## config.mk

```make
export PLATFORM = sky130hd
export DESIGN_NAME = led_digit_command_writer
export DESIGN_NICKNAME = d
export VERILOG_FILES = /design/src/ldcw_pkg.sv /design/src/ldcw_front.sv /design/src/ldcw_queue.sv /design/src/ldcw_back.sv /design/src/led_digit_command_writer.sv
export VERILOG_INCLUDE_DIRS = /design/src /design/src/src
export SDC_FILE = /design/constraint.sdc
export NUM_CORES = 1
export LEC_CHECK = 0
export BUFFER_PORTS_ARGS = -buffer_cell sky130_fd_sc_hd__buf_2
export CORE_ASPECT_RATIO = 0.6
export CORE_UTILIZATION = 35
export DETAILED_ROUTE_END_ITERATION = 16
export SKIP_CTS_REPAIR_TIMING = 1
export SLEW_MARGIN = 30
export SYNTH_ARGS = -nofsm -noshare
export SYNTH_HDL_FRONTEND = slang
export SYNTH_SLANG_ARGS = --single-unit
```

## constraint.sdc

```tcl
create_clock -name clk -period 2.25 [get_ports clk]
set_clock_uncertainty 0.2 [all_clocks]
set_input_delay 0.45 -clock clk [delete_from_list [all_inputs] [get_ports clk]]
set_output_delay 0.45 -clock clk [all_outputs]
set_load 0.01 [all_outputs]
```

## src/led_digit_command_writer_defines.svh

```systemverilog
// Assertion macros for the LED digit command writer.
// Used by the top level only; define NO_ASSERTIONS to compile them away.
`ifndef LED_DIGIT_COMMAND_WRITER_DEFINES_SVH
`define LED_DIGIT_COMMAND_WRITER_DEFINES_SVH
`ifndef NO_ASSERTIONS
`define LDCW_ASSERT_NOW(label, clk, rst_n, ante, cons) \
	label: assert property (@(posedge clk) disable iff (!rst_n) (ante) |-> (cons)) \
		else $error("assertion failed");
`define LDCW_ASSERT_NEXT(label, clk, rst_n, ante, cons) \
	label: assert property (@(posedge clk) disable iff (!rst_n) (ante) |=> (cons)) \
		else $error("assertion failed");
`else
`define LDCW_ASSERT_NOW(label, clk, rst_n, ante, cons)
`define LDCW_ASSERT_NEXT(label, clk, rst_n, ante, cons)
`endif
`endif

```

## src/ldcw_pkg.sv

```systemverilog
// Types, constants and byte generation for the LED digit command writer.
// No dependencies; used by every module of the block.
package ldcw_pkg;

	localparam int DIGIT_COUNT = 8;

	localparam logic [7:0] CMD_FIXED_ADDR = 8'h44;
	localparam logic [7:0] CMD_INC_ADDR   = 8'h40;
	localparam logic [7:0] CMD_ADDR_BASE  = 8'hc0;
	localparam logic [7:0] CMD_DISPLAY_ON = 8'h8f;
	localparam logic [7:0] LOW_NIBBLE     = 8'h0f;
	localparam logic [7:0] HIGH_NIBBLE    = 8'hf0;

	localparam int STEP_W = 5;
	localparam logic [STEP_W-1:0] DIGIT_LAST_STEP = 5'd5;
	localparam logic [STEP_W-1:0] CLEAR_LAST_STEP = 5'd18;

	localparam int CFG_INDEX_W = 2;
	localparam logic [CFG_INDEX_W-1:0] REG_ANODE_TABLE = 2'd0;
	localparam logic [CFG_INDEX_W-1:0] REG_BRIGHTNESS  = 2'd1;

	typedef enum logic [1:0] {
		KIND_DIGIT,
		KIND_CLEAR,
		KIND_REJECT
	} kind_t;

	typedef struct packed {
		kind_t       kind;
		logic [7:0]  code;
		logic [3:0]  base;
	} desc_t;

	typedef struct packed {
		logic [7:0] bus_byte;
		logic       byte_valid;
		logic       new_frame;
		logic       last;
		logic       status;
	} result_t;

	function automatic logic [7:0] seg_code(input logic anode, input logic [3:0] digit);
		logic [7:0] c;
		unique case (digit)
			4'd0: c = 8'h3f;
			4'd1: c = 8'h06;
			4'd2: c = 8'h5b;
			4'd3: c = 8'h4f;
			4'd4: c = 8'h66;
			4'd5: c = 8'h6d;
			4'd6: c = 8'h7d;
			4'd7: c = 8'h07;
			4'd8: c = 8'h7f;
			4'd9: c = 8'h6f;
			default: c = 8'h00;
		endcase
		// Common-anode codes are the complement of the common-cathode ones.
		return anode ? ~c : c;
	endfunction

	function automatic result_t make_result(input desc_t d, input logic [STEP_W-1:0] step,
		input logic [7:0] brightness);
		result_t r;
		r = '{bus_byte: 8'h00, byte_valid: 1'b1, new_frame: 1'b0, last: 1'b0, status: 1'b0};
		unique case (d.kind)
			KIND_DIGIT: begin
				priority if (step == 5'd0) begin
					r.bus_byte = CMD_FIXED_ADDR;
					r.new_frame = 1'b1;
				end else if (step == 5'd1) begin
					r.bus_byte = CMD_ADDR_BASE | {4'h0, d.base};
					r.new_frame = 1'b1;
				end else if (step == 5'd2) begin
					r.bus_byte = d.code & LOW_NIBBLE;
				end else if (step == 5'd3) begin
					r.bus_byte = CMD_ADDR_BASE | {4'h0, d.base | 4'h1};
					r.new_frame = 1'b1;
				end else if (step == 5'd4) begin
					r.bus_byte = (d.code & HIGH_NIBBLE) >> 4;
				end else begin
					r.bus_byte = CMD_DISPLAY_ON;
					r.new_frame = 1'b1;
					r.last = 1'b1;
				end
			end
			KIND_CLEAR: begin
				priority if (step == 5'd0) begin
					r.bus_byte = CMD_INC_ADDR;
					r.new_frame = 1'b1;
				end else if (step == 5'd1) begin
					r.bus_byte = CMD_ADDR_BASE;
					r.new_frame = 1'b1;
				end else if (step == CLEAR_LAST_STEP) begin
					r.bus_byte = brightness;
					r.new_frame = 1'b1;
					r.last = 1'b1;
				end else begin
					r.bus_byte = 8'h00;
				end
			end
			default: begin
				r.byte_valid = 1'b0;
				r.last = 1'b1;
				r.status = 1'b1;
			end
		endcase
		return r;
	endfunction

endpackage

```

## src/ldcw_front.sv

```systemverilog
// Front end: checks and classifies one request into a command descriptor.
// Depends on ldcw_pkg.
module ldcw_front import ldcw_pkg::*; (
	input  logic       mode,
	input  logic [3:0] position,
	input  logic [3:0] digit,
	input  logic       anode_table,
	output desc_t      desc
);

	logic in_range;

	always_comb begin
		in_range = (position >= 4'd1) && (position <= 4'(DIGIT_COUNT)) && (digit <= 4'd9);
		desc.code = seg_code(anode_table, digit);
		desc.base = {position[2:0] - 3'd1, 1'b0};
		priority if (mode) begin
			desc.kind = KIND_CLEAR;
		end else if (in_range) begin
			desc.kind = KIND_DIGIT;
		end else begin
			desc.kind = KIND_REJECT;
		end
	end

endmodule

```

## src/ldcw_queue.sv

```systemverilog
// Short descriptor queue between the front end and the byte sequencer.
// Depends on ldcw_pkg.
module ldcw_queue import ldcw_pkg::*; #(
	parameter int DEPTH = 2
) (
	input  logic                       clk,
	input  logic                       arst_n,
	input  logic                       wr_en,
	input  desc_t                      wr_data,
	input  logic                       rd_en,
	output desc_t                      rd_data,
	output logic                       q_full,
	output logic                       q_empty,
	output logic [$clog2(DEPTH+1)-1:0] count
);

	localparam int PTR_W = (DEPTH > 1) ? $clog2(DEPTH) : 1;
	localparam int CNT_W = $clog2(DEPTH + 1);

	desc_t            mem_q [DEPTH];
	logic [PTR_W-1:0] wr_ptr_q;
	logic [PTR_W-1:0] rd_ptr_q;
	logic [CNT_W-1:0] count_q;
	logic             do_wr;
	logic             do_rd;

	assign q_empty = (count_q == '0);
	assign q_full  = (count_q == CNT_W'(DEPTH));
	assign do_wr   = wr_en && !q_full;
	assign do_rd   = rd_en && !q_empty;
	assign rd_data = mem_q[rd_ptr_q];
	assign count   = count_q;

	always_ff @(posedge clk) begin
		if (do_wr) begin
			mem_q[wr_ptr_q] <= wr_data;
		end
	end

	always_ff @(posedge clk or negedge arst_n) begin
		if (!arst_n) begin
			wr_ptr_q <= '0;
			rd_ptr_q <= '0;
			count_q  <= '0;
		end else begin
			if (do_wr) begin
				wr_ptr_q <= (wr_ptr_q == PTR_W'(DEPTH - 1)) ? '0 : wr_ptr_q + PTR_W'(1);
			end
			if (do_rd) begin
				rd_ptr_q <= (rd_ptr_q == PTR_W'(DEPTH - 1)) ? '0 : rd_ptr_q + PTR_W'(1);
			end
			if (do_wr && !do_rd) begin
				count_q <= count_q + CNT_W'(1);
			end else if (do_rd && !do_wr) begin
				count_q <= count_q - CNT_W'(1);
			end
		end
	end

endmodule

```

## src/ldcw_back.sv

```systemverilog
// Back end: steps through a descriptor one byte item at a time into an output register.
// Depends on ldcw_pkg.
module ldcw_back import ldcw_pkg::*; (
	input  logic       clk,
	input  logic       arst_n,
	input  logic       q_empty,
	input  desc_t      q_data,
	output logic       q_pop,
	input  logic [7:0] brightness,
	input  logic       pop,
	output logic       empty,
	output result_t    result
);

	desc_t             cur_q;
	logic              busy_q;
	logic [STEP_W-1:0] step_q;
	logic              out_valid_q;
	result_t           out_q;
	result_t           res_now;
	logic              emit;

	always_comb begin
		res_now = make_result(cur_q, step_q, brightness);
		emit    = busy_q && (!out_valid_q || pop);
		q_pop   = !busy_q && !q_empty;
	end

	assign empty  = !out_valid_q;
	assign result = out_q;

	always_ff @(posedge clk) begin
		if (q_pop) begin
			cur_q <= q_data;
		end
		if (emit) begin
			out_q <= res_now;
		end
	end

	always_ff @(posedge clk or negedge arst_n) begin
		if (!arst_n) begin
			busy_q      <= 1'b0;
			step_q      <= '0;
			out_valid_q <= 1'b0;
		end else begin
			if (q_pop) begin
				busy_q <= 1'b1;
				step_q <= '0;
			end else if (emit) begin
				if (res_now.last) begin
					busy_q <= 1'b0;
				end else begin
					step_q <= step_q + STEP_W'(1);
				end
			end
			if (emit) begin
				out_valid_q <= 1'b1;
			end else if (pop) begin
				out_valid_q <= 1'b0;
			end
		end
	end

endmodule

```

## src/led_digit_command_writer.sv

```systemverilog
// Top level of the LED digit command writer: configuration registers and the
// front end, descriptor queue and byte sequencer. Depends on ldcw_pkg and the defines header.
//
//   channel   handshake        payload
//   request   push / full      mode, position, digit
//   result    pop / empty      bus_byte, byte_valid, new_frame, last, status
//   config    cfg_we           cfg_index, cfg_data
//
// A request is taken in any cycle in which the queue has room. The sequencer
// gives one byte item per cycle while pop is held: six for a digit write,
// nineteen for a clear and one for a rejected request; each descriptor is
// fetched from the queue only while the sequencer is idle. Reset empties the
// queue and output register and restores common-cathode codes and brightness 0x8f.
`include "led_digit_command_writer_defines.svh"
module led_digit_command_writer import ldcw_pkg::*; #(
	parameter int QUEUE_DEPTH = 2
) (
	input  logic                   clk,
	input  logic                   arst_n,
	input  logic                   push,
	output logic                   full,
	input  logic                   mode,
	input  logic [3:0]             position,
	input  logic [3:0]             digit,
	input  logic                   pop,
	output logic                   empty,
	output logic [7:0]             bus_byte,
	output logic                   byte_valid,
	output logic                   new_frame,
	output logic                   last,
	output logic                   status,
	input  logic                   cfg_we,
	input  logic [CFG_INDEX_W-1:0] cfg_index,
	input  logic [7:0]             cfg_data
);

	localparam int CNT_W = $clog2(QUEUE_DEPTH + 1);

	logic             anode_q;
	logic [7:0]       brightness_q;
	desc_t            front_desc;
	desc_t            q_data;
	logic             q_empty;
	logic             q_pop;
	logic [CNT_W-1:0] q_count;
	result_t          result;

	always_ff @(posedge clk or negedge arst_n) begin
		if (!arst_n) begin
			anode_q      <= 1'b0;
			brightness_q <= CMD_DISPLAY_ON;
		end else if (cfg_we) begin
			unique case (cfg_index)
				REG_ANODE_TABLE: anode_q <= cfg_data[0];
				REG_BRIGHTNESS:  brightness_q <= cfg_data;
				default: ;
			endcase
		end
	end

	ldcw_front u_front (
		.mode        (mode),
		.position    (position),
		.digit       (digit),
		.anode_table (anode_q),
		.desc        (front_desc)
	);

	ldcw_queue #(
		.DEPTH (QUEUE_DEPTH)
	) u_queue (
		.clk     (clk),
		.arst_n  (arst_n),
		.wr_en   (push && !full),
		.wr_data (front_desc),
		.rd_en   (q_pop),
		.rd_data (q_data),
		.q_full  (full),
		.q_empty (q_empty),
		.count   (q_count)
	);

	ldcw_back u_back (
		.clk        (clk),
		.arst_n     (arst_n),
		.q_empty    (q_empty),
		.q_data     (q_data),
		.q_pop      (q_pop),
		.brightness (brightness_q),
		.pop        (pop),
		.empty      (empty),
		.result     (result)
	);

	assign bus_byte   = result.bus_byte;
	assign byte_valid = result.byte_valid;
	assign new_frame  = result.new_frame;
	assign last       = result.last;
	assign status     = result.status;

	`LDCW_ASSERT_NOW(a_reject_alone, clk, arst_n, !empty && status, last && !byte_valid && !new_frame)
	`LDCW_ASSERT_NOW(a_queue_bound, clk, arst_n, 1'b1, q_count <= CNT_W'(QUEUE_DEPTH))
	`LDCW_ASSERT_NEXT(a_push_lands, clk, arst_n, push && !full && !q_pop, q_count == $past(q_count) + CNT_W'(1))
	`LDCW_ASSERT_NOW(a_no_fetch_empty, clk, arst_n, q_pop, q_count != '0)

endmodule

```

==> summary.md <==
| Metric | Value |
|---|---|
| Max stage delay cell, worst path | `dfrtp_1` |
| Global route total overflow | `0` |
| CTS clk-pin slew, worst paths | `0.05 ns` |
| Combinational power share | `28.5%` |
| Crit path largest cell delay | `0.45 ns` |
| Area Growth Syn to Fin | `20.7%` |
| CP Capture Type | `flop` |
| Starting Density | `between 30% and 40%` |
| Skew-Pair Late Insertion Delay | `0.33 ns` |
| Average size of a mapped cell | `13.6 sq um` |
| Tightest Hold Check Type | `in -> reg` |
| Most frequent cells in the layout | `51 x edfxtp_1, 37 x buf_2, 23 x mux2_2` |
| Aggregate negative setup slack | `0 ns` |
| GPL Wtd Cong | `approximately 0.85` |
| Critical path arrival | `2.11 ns` |
| Ys flop type | `edfxtp_1` |
| Drt total wl | `6.42 mm` |
| Die height | `77.5 microns` |
| Max Cap Viol | `0` |
| Placed cell area | `3680 sq um` |
| CTS H-tree lvls | `3` |
| Least-Margin Pin Slew | `0.611 ns` |
| Cell Chain, Critical Path | `ha_1 > nor2b_1 > o21ai_0 > nor2_1 > a311o_1 > a31oi_1` |
| Initial antenna violation count | `0` |
| First-pass GRT wire length | `10.3 mm` |
| Crit share post-route | `95.2%` |
| Residual DRC | `0` |
| GRT Total Usage | `roughly 14%` |
| Layout Cell Area excl Fill | `~4000 sq um` |
| Worst Setup Start Kind | `flop` |
| Via count | `2039` |
| Post-synth ARST share | `between 20% and 30%` |
| I/O pin count | `38` |
| Unrepaired setup endpoints after global routing | `false` |
| CTS Buf Count | `9` |
| Clk sink count | `71` |
| Post-route minimum period | `2.14 ns` |
| Peak Freq | `467 MHz` |
| Pwr per Cell Area | `roughly 1200 nW/um^2` |
| Final Hold Viols | `0` |
| Chip Width | `128 microns` |
| Status | `finished clean` |
| Synth Register Bits | `71` |
| Post-synthesis sequential area ratio | `approximately 61%` |
| Largest net degree at the start of global routing | `21` |
| Core Region | `9190 sq um` |
| Non-filler cells, final | `427` |
| TritonRoute pass-1 iters | `4` |
| Diode count | `0` |
| Worst Path Required | `2.21 ns` |
| Mapped Cells | `244` |
| Final-report max-slew violation count | `0` |
| Unique masters post-synth | `47` |
| Vias/cell | `4.78` |
| Relative slew slack | `approximately three fifths` |
| DIE AREA | `between 9000 and 10000 sq um` |
| Worst Hold Margin | `0.129 ns` |
| Vias in the first global route | `1974` |
| Total Nets Final | `328` |
| # port buffers | `37` |
| Clock share of power | `26.9%` |
| Placed Cells | `410` |
| Synth Net Count | `280` |
| DR WL/cell | `15.0 microns` |
| Synthesis Warnings | `0` |
| Max IR drop VDD | `720 uV` |
| EDFF count, synth | `a little over 50` |
| Clk buf depth | `2` |
| Final setup margin | `about 0.11 ns` |
| Sw Pwr | `0.00154 W` |
| Filler Cell Count | `just under 900` |
| Final setup viols | `0` |
| Switch share | `31.1%` |
| Dpl hpwl | `4.70 mm` |
| Crit-path max FO | `5` |
| Synthesized area | `3330 sq um` |
| Power Internal | `between 0.003 and 0.004 W` |
| CTS root buf | `clkbuf_16` |
| Register share of total power | `between 40% and 50%` |
| Commonest non-fill, non-tap cell in the layout | `edfxtp_1` |
| Layout cells sized above 1 | `a little over a third` |
| Leakage Power | `roughly 1.6 nW` |
| Routed Antenna Nets | `0` |
| CTS tree | `done` |
| Critical path class | `reg -> reg` |
| DRT iter0 DRCs | `110` |
| Worst slack, placed | `0.0392 ns` |
| Std cell rows | `27` |
area by class of cell:
class	count	area (sq um)	share of cell area [%]
repair buffers	45	248	6.17
flip-flops and latches	71	2040	50.8
multi-input cells	144	1200	29.9
clock inverters	3	15.0	0.374
inverters	21	78.8	1.96
clock buffers	13	270	6.74
well taps	130	163	4.05
layer usage:
metal  GRT usage (%)  part of all wire [%]  vias to the layer above
li1                -                     -                      990
met1            21.6                    55                      987
met2            18.5                    38                       51
met3            5.10                   5.3                       11
met4            4.94                   1.3                        0
met5               0                     0                        -
synth_stat cells, types with 2 or more instances:
cell / number / area [sq um]
edfxtp_1: 51 / 1530
mux2_2: 23 / 259
inv_1: 21 / 78.8
dfrtp_1: 15 / 375
o21ai_0: 14 / 70.1
ha_1: 12 / 150
nand2_1: 11 / 41.3
a21oi_1: 9 / 45.0
nor2_1: 9 / 33.8
xor2_1: 8 / 70.1
clkbuf_1: 6 / 22.5
nand3_1: 6 / 30.0
dfstp_2: 5 / 131
xnor2_1: 5 / 43.8
nand2b_1: 4 / 25.0
a211oi_1: 3 / 22.5
mux2i_1: 3 / 30.0
o22ai_1: 3 / 18.8
a21o_1: 2 / 15.0
a31oi_1: 2 / 12.5
and2_1: 2 / 12.5
and3_1: 2 / 12.5
nor3_1: 2 / 10.0
o211ai_1: 2 / 15.0
o31ai_1: 2 / 15.0
cell families after synthesis:
kind of cell	count (synthesis)	synth area share [%]
DFF	71	61.3
and+or+nand+nor	47	8.43
AOI/OAI and AO/OA	46	9.86
buffers and inverters	29	3.80
muxes	26	8.69
xor gates and xnor gates	13	3.42
adders and majority gates	12	4.51
power groups by stage:
stage | clock [W] | combinational [W] | sequential (W)
after detailed placement | 0 | 0.00138 | 0.00223
after global placement | 0 | 0.00135 | 0.00223
final | 0.00134 | 0.00141 | 0.00222
after CTS | 0.00137 | 0.00138 | 0.00221
after global routing | 0.00143 | 0.00157 | 0.00227
after floorplan | 0 | 0.000972 | 0.00217
worst max-delay path: cells and delay by family, from the launching register on:
kind | cells | cell delay [ns]
DFF | 1 | 0.45
adders and majority gates | 1 | 0.29
and+or+nand+nor | 2 | 0.23
AOI/OAI and AO/OA | 3 | 0.78
registers in the layout, summed over array words and instances, names as in the netlist:
register / count
u_back.out_valid_q: 1
u_queue.count: 2
u_queue.mem_q: 26
brightness_q: 8
u_queue.wr_ptr_q: 1
u_back.busy_q: 1
u_back.result: 12
u_back.cur_q: 13
anode_q: 1
u_queue.rd_ptr_q: 1
u_back.step_q: 5
path summary, 6_finish.rpt:
path	startpoint	end	slack (ns)	cells past startpoint
max reg2reg	u_back.step_q[0]	u_back.result[6]	0.11	6
min	mode	u_queue.mem_q[0][11]	0.13	1
max in group asynchronous	arst_n	brightness_q[7]	1.09	2
min reg2reg	u_queue.wr_ptr_q	u_queue.wr_ptr_q	0.30	1
min in group asynchronous	arst_n	brightness_q[5]	0.40	2
max	u_back.step_q[0]	u_back.result[6]	0.11	6
through the flow:
step	util (%)	power, W
after floorplan	-	0.00314
after global placement	40.0	0.00357
after detailed placement	40.0	0.00361
after CTS	43.1	0.00497
after global routing	43.7	0.00527
final	43.7	0.00497
No activity file was read; power rests on OpenSTA's default activity.
